===== config.mk =====
export PLATFORM = sky130hd
export DESIGN_NAME = audio_trim_gain_fade_flat
export DESIGN_NICKNAME = d
export VERILOG_FILES = /design/src/rtl/core/atgf_pkg.sv /design/src/rtl/core/atgf_in_if.sv /design/src/rtl/core/atgf_out_if.sv /design/src/rtl/core/atgf_ser_mul.sv /design/src/rtl/core/atgf_ser_div.sv /design/src/rtl/core/audio_trim_gain_fade.sv /design/src/flat_wrapper.sv
export SDC_FILE = /design/constraint.sdc
export NUM_CORES = 2
export LEC_CHECK = 0
export BUFFER_PORTS_ARGS = -buffer_cell sky130_fd_sc_hd__buf_2
export CORE_MARGIN = 2
export CORE_UTILIZATION = 30
export CTS_CLUSTER_SIZE = 28
export DETAILED_ROUTE_END_ITERATION = 12
export GPL_TIMING_DRIVEN = 0
export SLEW_MARGIN = 20
export SYNTH_ARGS = -nofsm -noshare
export SYNTH_HDL_FRONTEND = slang
export SYNTH_SLANG_ARGS = --single-unit

===== constraint.sdc =====
create_clock -name clk -period 5.69 [get_ports clk]
set_input_delay 0.2845 -clock clk [delete_from_list [all_inputs] [get_ports clk]]
set_output_delay 0.2845 -clock clk [all_outputs]
set_load 0.02 [all_outputs]

===== src/rtl/core/atgf_pkg.sv =====
// Shared constants and register codes for the audio trim/gain/fade block.
package atgf_pkg;

  // default sizes for the top-level parameters
  localparam int SAMPLE_BITS_DEF    = 24;
  localparam int COUNT_BITS_DEF     = 32;
  localparam int FADE_FRAC_BITS_DEF = 16;

  // fixed register layout
  localparam int REG_BITS     = 32;
  localparam int GAIN_BITS    = 16;
  localparam int GAIN_FRAC    = 13;
  localparam int CFG_IDX_BITS = 3;

  localparam logic [REG_BITS-1:0]  TRIM_END_RESET = 32'hFFFF_FFFF;
  localparam logic [GAIN_BITS-1:0] GAIN_RESET     = 16'd8192;

  typedef enum logic [CFG_IDX_BITS-1:0] {
    CFG_TRIM_START   = 3'd0,
    CFG_TRIM_END     = 3'd1,
    CFG_GAIN         = 3'd2,
    CFG_FADE_IN_LEN  = 3'd3,
    CFG_FADE_OUT_LEN = 3'd4
  } cfg_reg_t;

endpackage


===== src/rtl/core/atgf_in_if.sv =====
// Input sample channel: valid/ready with one decoded sample per request.
interface atgf_in_if
  import atgf_pkg::*;
#(
  parameter int SAMPLE_BITS = SAMPLE_BITS_DEF
) ();
  logic                          valid;
  logic                          ready;
  logic signed [SAMPLE_BITS-1:0] sample_in;
  logic                          channel_start;

  modport source (output valid, sample_in, channel_start, input ready);
  modport sink   (input valid, sample_in, channel_start, output ready);
endinterface


===== src/rtl/core/atgf_out_if.sv =====
// Output sample channel: valid/ready with one processed sample per request.
interface atgf_out_if
  import atgf_pkg::*;
#(
  parameter int SAMPLE_BITS = SAMPLE_BITS_DEF
) ();
  logic                          valid;
  logic                          ready;
  logic signed [SAMPLE_BITS-1:0] sample_out;
  logic                          last_kept;

  modport source (output valid, sample_out, last_kept, input ready);
  modport sink   (input valid, sample_out, last_kept, output ready);
endinterface


===== src/rtl/core/atgf_ser_mul.sv =====
// Bit-serial unsigned shift-and-add multiplier, one multiplier bit per cycle.
module atgf_ser_mul
  import atgf_pkg::*;
#(
  parameter int A_BITS = GAIN_BITS,
  parameter int B_BITS = GAIN_BITS
) (
  input  logic                     clk,
  input  logic                     rst,
  input  logic                     start,
  input  logic [A_BITS-1:0]        a,
  input  logic [B_BITS-1:0]        b,
  output logic                     busy,
  output logic [A_BITS+B_BITS-1:0] prod
);
  localparam int CNT_BITS = $clog2(B_BITS + 1);

  logic [A_BITS-1:0]   mcand;
  logic [B_BITS-1:0]   mplier;
  logic [CNT_BITS-1:0] count;
  logic [A_BITS:0]     partial;

  // upper half plus the selected multiplicand; low half shifts out
  assign partial = (A_BITS+1)'(prod[A_BITS+B_BITS-1 -: A_BITS])
                 + (A_BITS+1)'(mplier[0] ? mcand : {A_BITS{1'b0}});

  always_ff @(posedge clk) begin
    if (rst) begin
      busy  <= 1'b0;
      count <= '0;
    end else if (start) begin
      busy   <= 1'b1;
      count  <= CNT_BITS'(B_BITS);
      prod   <= '0;
      mcand  <= a;
      mplier <= b;
    end else if (busy) begin
      prod   <= {partial, prod[B_BITS-1:1]};
      mplier <= mplier >> 1;
      count  <= count - 1'b1;
      if (count == CNT_BITS'(1)) begin
        busy <= 1'b0;
      end
    end
  end
endmodule


===== src/rtl/core/atgf_ser_div.sv =====
// Restoring divider for ramp factors: floor(num * 2^Q_BITS / den) for num < den, else exactly one; one bit per cycle.
module atgf_ser_div
  import atgf_pkg::*;
#(
  parameter int DEN_BITS = REG_BITS,
  parameter int Q_BITS   = FADE_FRAC_BITS_DEF
) (
  input  logic                clk,
  input  logic                rst,
  input  logic                start,
  input  logic [DEN_BITS-1:0] num,
  input  logic [DEN_BITS-1:0] den,
  output logic                busy,
  output logic [Q_BITS:0]     quo
);
  localparam int CNT_BITS = $clog2(Q_BITS + 1);

  logic [DEN_BITS-1:0] rem;
  logic [DEN_BITS-1:0] dvsr;
  logic [CNT_BITS-1:0] count;
  logic [DEN_BITS:0]   shifted;
  logic [DEN_BITS:0]   diff;
  logic                take;

  // remainder stays below the divisor, so a clear top bit means no borrow
  assign shifted = {rem, 1'b0};
  assign diff    = shifted - {1'b0, dvsr};
  assign take    = !diff[DEN_BITS];

  always_ff @(posedge clk) begin
    if (rst) begin
      busy  <= 1'b0;
      count <= '0;
    end else if (start) begin
      if (num >= den) begin
        // full ramp: exactly one
        quo <= {1'b1, {Q_BITS{1'b0}}};
      end else begin
        busy  <= 1'b1;
        count <= CNT_BITS'(Q_BITS);
        rem   <= num;
        dvsr  <= den;
        quo   <= '0;
      end
    end else if (busy) begin
      rem   <= take ? diff[DEN_BITS-1:0] : shifted[DEN_BITS-1:0];
      quo   <= {quo[Q_BITS-1:0], take};
      count <= count - 1'b1;
      if (count == CNT_BITS'(1)) begin
        busy <= 1'b0;
      end
    end
  end
endmodule


===== src/rtl/core/audio_trim_gain_fade.sv =====
// Trim, gain and linear fade-in/out of one audio channel, bit-serial datapath.
// Kept sample (F = FADE_FRAC_BITS): gain multiply and ramp dividers, fade-in * fade-out
// when both fades are on, final multiply and clamp; a dropped sample frees the input with
// no result. A request is taken only in idle; the pace is set by the 16-step gain multiply
// and the F+1-step serial multiplies. A stalled result holds the next one at its last step.
// Reset (synchronous, active high): index 0, keep window all, unity gain, fades off.
module audio_trim_gain_fade
  import atgf_pkg::*;
#(
  parameter int SAMPLE_BITS    = SAMPLE_BITS_DEF,
  parameter int COUNT_BITS     = COUNT_BITS_DEF,
  parameter int FADE_FRAC_BITS = FADE_FRAC_BITS_DEF
) (
  input  logic                    clk,
  input  logic                    rst,
  atgf_in_if.sink                 in_ch,
  atgf_out_if.source              out_ch,
  input  logic                    cfg_wr_en,
  input  logic [CFG_IDX_BITS-1:0] cfg_index,
  input  logic [REG_BITS-1:0]     cfg_data
);
  localparam int S        = SAMPLE_BITS;
  localparam int F        = FADE_FRAC_BITS;
  localparam int CMP_BITS = (COUNT_BITS > REG_BITS) ? COUNT_BITS : REG_BITS;
  localparam int GP_BITS  = S + GAIN_BITS;      // |sample| * gain
  localparam int GM_BITS  = S + 3;              // |gained sample|, up to 2^(S+2)
  localparam int F1_BITS  = F + 1;              // fade factor, 2^F is one
  localparam int OP_BITS  = GM_BITS + F1_BITS;  // |gained| * fade
  localparam int VM_BITS  = S + 3;              // |result| before clamp

  localparam logic [GP_BITS:0]    GAIN_ROUND = (GP_BITS+1)'((64'd1 << GAIN_FRAC) - 1);
  localparam logic [OP_BITS:0]    FADE_ROUND = (OP_BITS+1)'((64'd1 << F) - 1);
  localparam logic [F:0]          FADE_ONE   = {1'b1, {F{1'b0}}};
  localparam logic [VM_BITS-1:0]  MAG_POS    = VM_BITS'((64'd1 << (S - 1)) - 1);
  localparam logic [VM_BITS-1:0]  MAG_NEG    = VM_BITS'(64'd1 << (S - 1));
  localparam logic [S-1:0]        SAT_MAX    = {1'b0, {(S-1){1'b1}}};
  localparam logic [S-1:0]        SAT_MIN    = {1'b1, {(S-1){1'b0}}};

  typedef enum logic [3:0] {
    ST_IDLE,
    ST_CHECK,   // window compares
    ST_SETUP,   // fade ranges
    ST_START,   // kick gain multiply and both ramp dividers
    ST_WAIT1,
    ST_COMB,    // round gain product, pick or combine fade factors
    ST_WAIT2,   // fade-in * fade-out
    ST_SCALE,   // kick final multiply
    ST_WAIT3,
    ST_FINISH   // clamp and hand to output register
  } state_t;

  // configuration
  logic [REG_BITS-1:0]  trim_start;
  logic [REG_BITS-1:0]  trim_end;
  logic [GAIN_BITS-1:0] gain_q;
  logic [REG_BITS-1:0]  fade_in_len;
  logic [REG_BITS-1:0]  fade_out_len;

  state_t                state;
  logic [COUNT_BITS-1:0] sample_index;
  logic [COUNT_BITS-1:0] idx;
  logic [COUNT_BITS-1:0] idx_next;
  logic [S-1:0]          smag;
  logic                  neg;
  logic                  keep;
  logic                  last;
  logic [REG_BITS-1:0]   ofs;       // position inside the kept window
  logic [REG_BITS-1:0]   span;      // kept window length
  logic [REG_BITS-1:0]   fo_num;
  logic                  fi_on;
  logic                  fo_on;
  logic [GM_BITS-1:0]    gmag;
  logic [F:0]            fade;
  logic [VM_BITS-1:0]    vmag;

  logic                  out_valid;
  logic [S-1:0]          out_sample;
  logic                  out_last;

  logic [CMP_BITS-1:0]   idx_ext;
  logic [CMP_BITS-1:0]   ts_ext;
  logic [CMP_BITS-1:0]   te_ext;
  logic                  in_req;

  // serial units
  logic                  gain_busy;
  logic [GP_BITS-1:0]    gprod;
  logic [GP_BITS:0]      gceil;
  logic                  fi_busy;
  logic [F:0]            fi_q;
  logic                  fo_busy;
  logic [F:0]            fo_q;
  logic                  fmul_start;
  logic                  fmul_busy;
  logic [2*F1_BITS-1:0]  fprod;
  logic                  omul_busy;
  logic [OP_BITS-1:0]    oprod;
  logic [OP_BITS:0]      oceil;
  logic                  out_free;

  assign in_ch.ready = (state == ST_IDLE);
  assign in_req      = in_ch.valid && (state == ST_IDLE);
  assign idx_next    = in_ch.channel_start ? '0 : sample_index;

  assign idx_ext = CMP_BITS'(idx);
  assign ts_ext  = CMP_BITS'(trim_start);
  assign te_ext  = CMP_BITS'(trim_end);

  // negative values round toward minus infinity: ceiling of the magnitude
  assign gceil = (GP_BITS+1)'(gprod) + GAIN_ROUND;
  assign oceil = (OP_BITS+1)'(oprod) + FADE_ROUND;

  assign fmul_start = (state == ST_COMB) && fi_on && fo_on;
  assign out_free   = !out_valid || out_ch.ready;

  assign out_ch.valid      = out_valid;
  assign out_ch.sample_out = out_sample;
  assign out_ch.last_kept  = out_last;

  // configuration writes
  always_ff @(posedge clk) begin
    if (rst) begin
      trim_start   <= '0;
      trim_end     <= TRIM_END_RESET;
      gain_q       <= GAIN_RESET;
      fade_in_len  <= '0;
      fade_out_len <= '0;
    end else if (cfg_wr_en) begin
      case (cfg_reg_t'(cfg_index))
        CFG_TRIM_START:   trim_start   <= cfg_data;
        CFG_TRIM_END:     trim_end     <= cfg_data;
        CFG_GAIN:         gain_q       <= cfg_data[GAIN_BITS-1:0];
        CFG_FADE_IN_LEN:  fade_in_len  <= cfg_data;
        CFG_FADE_OUT_LEN: fade_out_len <= cfg_data;
        default: ;
      endcase
    end
  end

  atgf_ser_mul #(.A_BITS(S), .B_BITS(GAIN_BITS)) u_gain_mul (
    .clk   (clk),
    .rst   (rst),
    .start (state == ST_START),
    .a     (smag),
    .b     (gain_q),
    .busy  (gain_busy),
    .prod  (gprod)
  );

  atgf_ser_div #(.DEN_BITS(REG_BITS), .Q_BITS(F)) u_fi_div (
    .clk   (clk),
    .rst   (rst),
    .start (state == ST_START),
    .num   (ofs),
    .den   (fade_in_len),
    .busy  (fi_busy),
    .quo   (fi_q)
  );

  atgf_ser_div #(.DEN_BITS(REG_BITS), .Q_BITS(F)) u_fo_div (
    .clk   (clk),
    .rst   (rst),
    .start (state == ST_START),
    .num   (fo_num),
    .den   (fade_out_len),
    .busy  (fo_busy),
    .quo   (fo_q)
  );

  atgf_ser_mul #(.A_BITS(F1_BITS), .B_BITS(F1_BITS)) u_fade_mul (
    .clk   (clk),
    .rst   (rst),
    .start (fmul_start),
    .a     (fi_q),
    .b     (fo_q),
    .busy  (fmul_busy),
    .prod  (fprod)
  );

  atgf_ser_mul #(.A_BITS(GM_BITS), .B_BITS(F1_BITS)) u_out_mul (
    .clk   (clk),
    .rst   (rst),
    .start (state == ST_SCALE),
    .a     (gmag),
    .b     (fade),
    .busy  (omul_busy),
    .prod  (oprod)
  );

  // sequencer, running index and output register
  always_ff @(posedge clk) begin
    if (rst) begin
      state        <= ST_IDLE;
      sample_index <= '0;
      out_valid    <= 1'b0;
    end else begin
      // output register: load from the last step, else clear once taken
      if (state == ST_FINISH && out_free) begin
        out_valid <= 1'b1;
      end else if (out_ch.ready) begin
        out_valid <= 1'b0;
      end
      case (state)
        ST_IDLE: begin
          if (in_req) begin
            idx  <= idx_next;
            neg  <= in_ch.sample_in[S-1];
            smag <= in_ch.sample_in[S-1] ? (~in_ch.sample_in + 1'b1) : in_ch.sample_in;
            // index saturates at full scale
            sample_index <= (idx_next == {COUNT_BITS{1'b1}}) ? idx_next
                                                            : idx_next + 1'b1;
            state <= ST_CHECK;
          end
        end
        ST_CHECK: begin
          keep  <= (idx_ext >= ts_ext) && (idx_ext < te_ext);
          last  <= ((CMP_BITS+1)'(idx) + 1'b1) == (CMP_BITS+1)'(trim_end);
          ofs   <= REG_BITS'(idx_ext - ts_ext);
          span  <= trim_end - trim_start;
          state <= ST_SETUP;
        end
        ST_SETUP: begin
          fi_on  <= (fade_in_len != '0) && (ofs < fade_in_len);
          fo_on  <= (fade_out_len != '0) &&
                    (({1'b0, ofs} + {1'b0, fade_out_len}) >= {1'b0, span});
          fo_num <= span - ofs;
          state  <= keep ? ST_START : ST_IDLE;
        end
        ST_START: begin
          state <= ST_WAIT1;
        end
        ST_WAIT1: begin
          if (!gain_busy && !fi_busy && !fo_busy) begin
            state <= ST_COMB;
          end
        end
        ST_COMB: begin
          gmag <= neg ? gceil[GAIN_FRAC +: GM_BITS] : gprod[GAIN_FRAC +: GM_BITS];
          if (fi_on && fo_on) begin
            state <= ST_WAIT2;
          end else begin
            fade  <= fi_on ? fi_q : (fo_on ? fo_q : FADE_ONE);
            state <= ST_SCALE;
          end
        end
        ST_WAIT2: begin
          if (!fmul_busy) begin
            fade  <= fprod[F +: F1_BITS];
            state <= ST_SCALE;
          end
        end
        ST_SCALE: begin
          state <= ST_WAIT3;
        end
        ST_WAIT3: begin
          if (!omul_busy) begin
            vmag  <= neg ? oceil[F +: VM_BITS] : oprod[F +: VM_BITS];
            state <= ST_FINISH;
          end
        end
        ST_FINISH: begin
          // wait for room in the output register, then clamp
          if (out_free) begin
            out_last  <= last;
            if (neg) begin
              out_sample <= (vmag > MAG_NEG) ? SAT_MIN : S'(~vmag + 1'b1);
            end else begin
              out_sample <= (vmag > MAG_POS) ? SAT_MAX : vmag[S-1:0];
            end
            state <= ST_IDLE;
          end
        end
        default: begin
          state <= ST_IDLE;
        end
      endcase
    end
  end
endmodule

===== src/flat_wrapper.sv =====
// flat-port wrapper written by rule: the top's interface ports become plain ports
module audio_trim_gain_fade_flat import atgf_pkg::*;
#(
  parameter int SAMPLE_BITS    = SAMPLE_BITS_DEF,
  parameter int COUNT_BITS     = COUNT_BITS_DEF,
  parameter int FADE_FRAC_BITS = FADE_FRAC_BITS_DEF
)
  (clk, rst, cfg_wr_en, cfg_index, cfg_data, in_ch_valid, in_ch_sample_in, in_ch_channel_start, in_ch_ready, out_ch_valid, out_ch_sample_out, out_ch_last_kept, out_ch_ready);
  atgf_in_if #(.SAMPLE_BITS(SAMPLE_BITS)) in_ch_i ();
  atgf_out_if #(.SAMPLE_BITS(SAMPLE_BITS)) out_ch_i ();
  input  logic clk;
  input  logic rst;
  input  logic cfg_wr_en;
  input  logic [CFG_IDX_BITS-1:0] cfg_index;
  input  logic [REG_BITS-1:0] cfg_data;
  input wire logic [$bits(in_ch_i.valid)-1:0] in_ch_valid;
  input wire logic [$bits(in_ch_i.sample_in)-1:0] in_ch_sample_in;
  input wire logic [$bits(in_ch_i.channel_start)-1:0] in_ch_channel_start;
  output wire logic [$bits(in_ch_i.ready)-1:0] in_ch_ready;
  output wire logic [$bits(out_ch_i.valid)-1:0] out_ch_valid;
  output wire logic [$bits(out_ch_i.sample_out)-1:0] out_ch_sample_out;
  output wire logic [$bits(out_ch_i.last_kept)-1:0] out_ch_last_kept;
  input wire logic [$bits(out_ch_i.ready)-1:0] out_ch_ready;
  assign in_ch_i.valid = in_ch_valid;
  assign in_ch_i.sample_in = in_ch_sample_in;
  assign in_ch_i.channel_start = in_ch_channel_start;
  assign in_ch_ready = in_ch_i.ready;
  assign out_ch_valid = out_ch_i.valid;
  assign out_ch_sample_out = out_ch_i.sample_out;
  assign out_ch_last_kept = out_ch_i.last_kept;
  assign out_ch_i.ready = out_ch_ready;
  audio_trim_gain_fade #(.SAMPLE_BITS(SAMPLE_BITS), .COUNT_BITS(COUNT_BITS), .FADE_FRAC_BITS(FADE_FRAC_BITS)) u_core (.clk(clk), .rst(rst), .in_ch(in_ch_i), .out_ch(out_ch_i), .cfg_wr_en(cfg_wr_en), .cfg_index(cfg_index), .cfg_data(cfg_data));
endmodule

* Word level (Yosys, flattened, before mapping)
Cells that the tools add are included.
** Word-level totals
- Bits in registers :: 862
- Input bits :: 65
- Output and inout bits :: 27
- Word-level logic and storage cells :: 251
** Operators by class
- Add/sub/neg operators :: 20
- $lt $le $gt $ge :: 8
- Equal/unequal tests :: 28
- Mux-type cells :: 78
- Bitwise operators :: 6
- Reductions and logical operators :: 59
** Operator list (number)
- $mux 32 :: 10
- $mux 17 :: 15
- $ge 32x32->1 :: 3
- $mux 24 :: 4
- $sub 32x32->32 :: 3
- $mux 27 :: 3
- $sub 33x32->33 :: 2
- $lt 32x32->1 :: 2
- $reduce_bool 32->1 :: 2
- $mux 5 :: 12
- $add 24x1->24 const B :: 2
- $not 24->24 :: 2
- $mux 44 :: 1
- $add 43x16->43 const B :: 1
- $add 40x13->40 const B :: 1
- $mux 40 :: 1
- $pmux 4 s10 :: 1
- $reduce_and 2->1 :: 19
- $mux 34 :: 1
- $pmux 17 s2 :: 1
- $add 32x1->33 const B :: 1
- $add 32x32->33 :: 1
- $eq 33x32->1 :: 1
- $ge 33x32->1 :: 1
- other kinds (34) :: 109

* Longest topological paths before layout
- Depth in word-level cells :: 5
- Gate-level depth with buffers :: 21
- Mapped depth without buffers :: 21

* Modules after synthesis
Synthesis repeated with hierarchy kept, for this count alone.
** Unflattened totals
- Cell total of the unflattened synthesis :: 5299
- Area, all modules :: 52579.2 sq um
** By module, submodules not included
- audio_trim_gain_fade :: times used 1, cells each 2970, area an instance 26983.4 sq um, seq. area each 11220.8 sq um
- atgf_ser_div (u_core.u_fo_div) :: times used 1, cells each 629, area an instance 6226.0 sq um, seq. area each 2552.4 sq um
- atgf_ser_div (u_core.u_fi_div) :: times used 1, cells each 623, area an instance 6134.6 sq um, seq. area each 2552.4 sq um
- atgf_ser_mul (u_core.u_out_mul) :: times used 1, cells each 420, area an instance 5011.1 sq um, seq. area each 2762.6 sq um
- atgf_ser_mul (u_core.u_gain_mul) :: times used 1, cells each 365, area an instance 4481.8 sq um, seq. area each 2522.4 sq um
- atgf_ser_mul (u_core.u_fade_mul) :: times used 1, cells each 292, area an instance 3742.3 sq um, seq. area each 2162.1 sq um

* Worst setup path after synthesis
OpenSTA, ideal clock, no wires.
- Path kind :: register to register
- Start :: register u_core.fo_num[0]
- End :: register u_core.u_fo_div.rem[0] (enable)
- Library setup time :: 0.470 ns
- Data arrival time :: 4.452 ns
- Required time :: 5.220 ns
- Path slack :: 0.768 ns
- Stages on the path, launching flop included :: 13
- Path buffers :: 0
- Period minus slack after synthesis :: 4.922 ns
- Cells stage by stage :: edfxtp_1 > inv_1 > ha_1 > nand2b_1 > a21o_1 > a21o_1 > a21oi_1 > o21ai_0 > a2111oi_0 > o21ai_0 > o211ai_1 > a21oi_1 > a211oi_1
** On the way
- Longest elaborated chain between the ends :: 3
** RTL lines
- start, declared :: RTL line audio_trim_gain_fade.sv:69 : logic [REG_BITS-1:0] fo_num;
- start signal, assigned :: RTL line audio_trim_gain_fade.sv:226 : fo_num <= span - ofs;
- $ge 32x32->1 :: RTL line atgf_ser_div.sv:35 : if (num >= den) begin
- $ne 2x2->1 (no line)
- $reduce_and 3->1 (no line)
- end signal, assigned :: RTL line atgf_ser_div.sv:41 : rem <= num;
- end signal, assigned :: RTL line atgf_ser_div.sv:46 : rem <= take ? diff[DEN_BITS-1:0] : shifted[DEN_BITS-1:0];
- end, declared :: RTL line atgf_ser_div.sv:18 : logic [DEN_BITS-1:0] rem;
Every way passes these cells.
A chain may end at the register's enable or synchronous reset.

* Worst setup path in the final report
- Start :: register u_core.ofs[2]
- End :: register u_core.fo_on (data pin)
** On the way
- Longest elaborated chain between the ends :: 3
** RTL lines
- start, declared :: RTL line audio_trim_gain_fade.sv:67 : logic [REG_BITS-1:0] ofs;
- start signal, assigned :: RTL line audio_trim_gain_fade.sv:218 : ofs <= REG_BITS'(idx_ext - ts_ext);
- $add 32x32->33 :: RTL line audio_trim_gain_fade.sv:225 : (({1'b0, ofs} + {1'b0, fade_out_len}) >= {1'b0, span});
- $ge 33x32->1 :: RTL line audio_trim_gain_fade.sv:225
- $logic_and 1x1->1 :: RTL line audio_trim_gain_fade.sv:224 : fo_on <= (fade_out_len != '0) &&
- end signal, assigned :: RTL line audio_trim_gain_fade.sv:224
- end, declared :: RTL line audio_trim_gain_fade.sv:71 : logic fo_on;
Every way passes these cells.

==> impl_results.md <==
- DR pass1 iterations: 8
- Synth area leaders: edfxtp_1, ha_1, dfxtp_1
- Number of global-route vias before repair: 38098
- Hold Crit Start: cfg_data[9]
- Most common cell in the netlist: nand2_1
- Max Clk Rate: 0.1842 GHz
- Synthesized cell area: between 50000 and 60000 um2
- Worst stage delay on the critical path: around 540 ps
- Routed WL: ~140000 um
- Average cell area after synthesis: 9.699 um2
- Slew @ Worst Pin: approximately 1200 ps
- Rows: 149
- DR WL/cell: 18.64 um
- Post-DP HPWL: ~110000 um
- Final Skew: around 36 ps
- Async set or reset register ratio after synthesis: 0%
- RR Startpoint: u_core.ofs[2]
- Buffer count from post-CTS setup fixing: 0
- Clk sink count: approximately 850
- Filler Cells Inserted: 16681
- Die width: roughly 410 um
- Tcrit/Tclk final: between 90% and 100%
- DR iter-0 viols: between 2000 and 3000
- Largest register FFs: 44
- H-tree depth reported by CTS: 3
- CP bufs+invs: 0
- Largest net degree at the start of global routing: 50
- I/O Pins: 92
- Register area: ~23000 um2
- HP Class: in2reg
- Total GRT Usage: ~17%
- Most used DFF post-synth: edfxtp_1
- #FFs+latches synth: 846
- Pre-CTS setup slack: -169.6 ps
- Finished Layout Cells: a little under 8000
- Reg with most FFs: u_core.u_out_mul.prod
- Most common cell on crit path: a21oi_1
- Inst Count DP: 7476
- Leakage power: roughly 0.022 uW
- CTS tree: built
- Mapped Cells: roughly 5200
- Crit Path Max Fanout: 4
- Via/cell ratio: about 5.0
- Antenna violations before repair: 8
- Finish-stage setup viols: 0
- P&R area growth vs syn: 15.17%
- Slowest CP cell: edfxtp_1
- Fin. Hold Viols: 0
- Max Slew Vio Count: 0
- Syn nets: about 5600
- Critical-path cell list: ha_1 -> nor2b_1 -> o31ai_1 -> a21oi_1 -> o21ai_0 -> o31a_1 -> a21oi_1 -> a41o_1 -> and3_1 -> a311oi_1 -> xnor2_1 -> ha_1 -> a21o_1 -> a21o_1 -> a21oi_1 -> nor2_1 -> a2111oi_2 -> a31oi_2
- Max Buffers Root-to-Sink: 3
- Worst EP arrival: ~5800 ps
- Ratio of cells with drive above 1 in the final layout: between 6 and 7%
- Crit-path leading delay family: compound AO/OA/AOI/OAI gates
- Area of the multi-input gates: roughly 25000 um2
- Worst slew margin: ~18%
- Root buffer cell: clkbuf_16
- Port Buffers: 90
- Clk pin slew, worst setup/hold paths: roughly 60 ps
- Status: finished, final reports clean
- Number of flops mapped to enable cells by yosys: about 640
- Maximum VDD drop: 270.5 uV
- YS warnings: 0
- Top-area cell type share of the netlist area: 38.07%
- Setup CP Type: reg2reg
- Library cells used by synthesis: between 70 and 80
- Worst-Skew Late Latency: 720 ps
- Chip height: 412.6 um
- Pwr Density: 263.1 nW/um2
- Post-route DRC: 0
- Die area: between 150000 and 200000 um2
- Worst Path Required: roughly 6100 ps
- Largest registers: u_core.u_out_mul.prod (44), u_core.u_gain_mul.prod (40)
- Final Wtd Congestion: 0.8998
- Crit. End Element: register
- Synth cell count leaders: nand2_1, edfxtp_1, ha_1, a21oi_1, inv_1
- Critical path startpoint category: register
- Post-route worst setup slack: 260.5 ps
- Core ar.: roughly 170000 um2
- Area leader, netlist: edfxtp_1
- Vias: approximately 39000
- Maxcap violations: 0
- Final ANT Viol Nets: 0
- Global-route wire length before repair: roughly 220000 um
- Initial core utilization: between 30 and 40%
- Register area share after synthesis: 46.51%
- Crit path time final: between 5000 and 6000 ps
- Grt ovf: 0
- RSZ-0062 raised after global routing: no
- Critical Path Start: u_core.ofs[2]
- Cts bufs inserted: 94
- Nets: just under 6000
## cell usage in the layout, fill, tap and decap left out, types with 55 or more instances in the layout
master / netlist / final
dfxtp_1: 211 / 210
and2_1: 158 / 158
dlygate4sd3_1: 0 / 59
nor2b_1: 77 / 77
ha_1: 399 / 399
a21oi_1: 393 / 393
clkbuf_1: 148 / 169
edfxtp_1: 635 / 635
o21ai_0: 223 / 223
nor2_1: 334 / 324
nand2_1: 706 / 706
nor3_1: 103 / 99
nand4_1: 79 / 79
a21o_1: 149 / 149
xnor2_1: 247 / 247
o211ai_1: 55 / 55
clkbuf_16: 0 / 101
buf_2: 9 / 107
mux2i_1: 58 / 58
nand3_1: 92 / 92
xor2_1: 116 / 116
inv_1: 379 / 379
## kinds of logic (layout without fill, tap and decap cells)
family / after synthesis / in the layout / share of synthesized area, %
muxes: 60 / 60 / 1.204
AOI/OAI and AO/OA: 1161 / 1161 / 14.60
adders and majority gates: 408 / 408 / 10.33
DFF: 846 / 846 / 46.51
buffers and inverters: 546 / 905 / 4.114
and+or+nand+nor: 1780 / 1780 / 16.90
xor gates and xnor gates: 363 / 363 / 6.348
other: 0 / 6 / 0
## metrics by stage
step	area (um2)	power [uW]	utilization (%)	TNS (ps)	hold WS, ps
global placement	53270	8781	32.22	-224760	403.9
detailed placement	53810	8822	32.54	-169.6	404.5
floorplan	50090	8209	-	0	383.4
CTS	57660	15310	34.87	0	0.05118
global route	57670	15750	34.88	0	4.677
finish	57680	15180	34.88	0	24.83
## worst paths after layout
check        slack (ps)  cells after the start                      end
max reg2reg         260                     18             u_core.fo_on
min                  20                      3         u_core.gain_q[9]
min reg2reg         420                      0  u_core.out_ch.last_kept
max                 260                     18             u_core.fo_on
## area by class of cell
class                           count  share of cell area [%]
Clock buffer                      130                   4.674
Sequential cell                   846                   40.38
Buffer                            167                   1.113
Inverter                          379                   2.466
Clock inverter                     47                  0.9631
Multi-Input combinational cell   3772                   43.10
Timing Repair Buffer              182                   2.529
Tap cell                         2189                   4.748
Antenna cell                        6                 0.02603
## repair_timing
action,CTS,global route
endpoints found under the setup margin,1,1
pin swaps,0,1
hold endpoints to repair,144,0
resized for setup,2,2
hold buffers,59,0
## routing by layer
| layer | global-route usage (%) | vias up | routed length [um] |
|---|---|---|---|
| li1 | - | 19059 | - |
| met1 | 21.79 | 18485 | 64980 |
| met2 | 27.49 | 971 | 66280 |
| met3 | 2.272 | 268 | 6494 |
| met4 | 6.840 | 2 | 6068 |
| met5 | 0 | - | 8 |
## power by group
part,switching [uW],total (uW),internal (uW)
clock,2610,6430,3820
sequential,167,7000,6830
combinational,1080,1750,671
total,3860,15200,11300
## worst register-to-register path, stage by stage (launching register included)
cell,delay [ps]
edfxtp_1,540
ha_1,400
nor2b_1,150
o31ai_1,360
a21oi_1,160
o21ai_0,380
o31a_1,290
a21oi_1,140
a41o_1,320
and3_1,280
a311oi_1,340
xnor2_1,170
ha_1,260
a21o_1,160
a21o_1,170
a21oi_1,130
nor2_1,60
a2111oi_2,510
a31oi_2,290
Power figures use the tool's default switching activity.
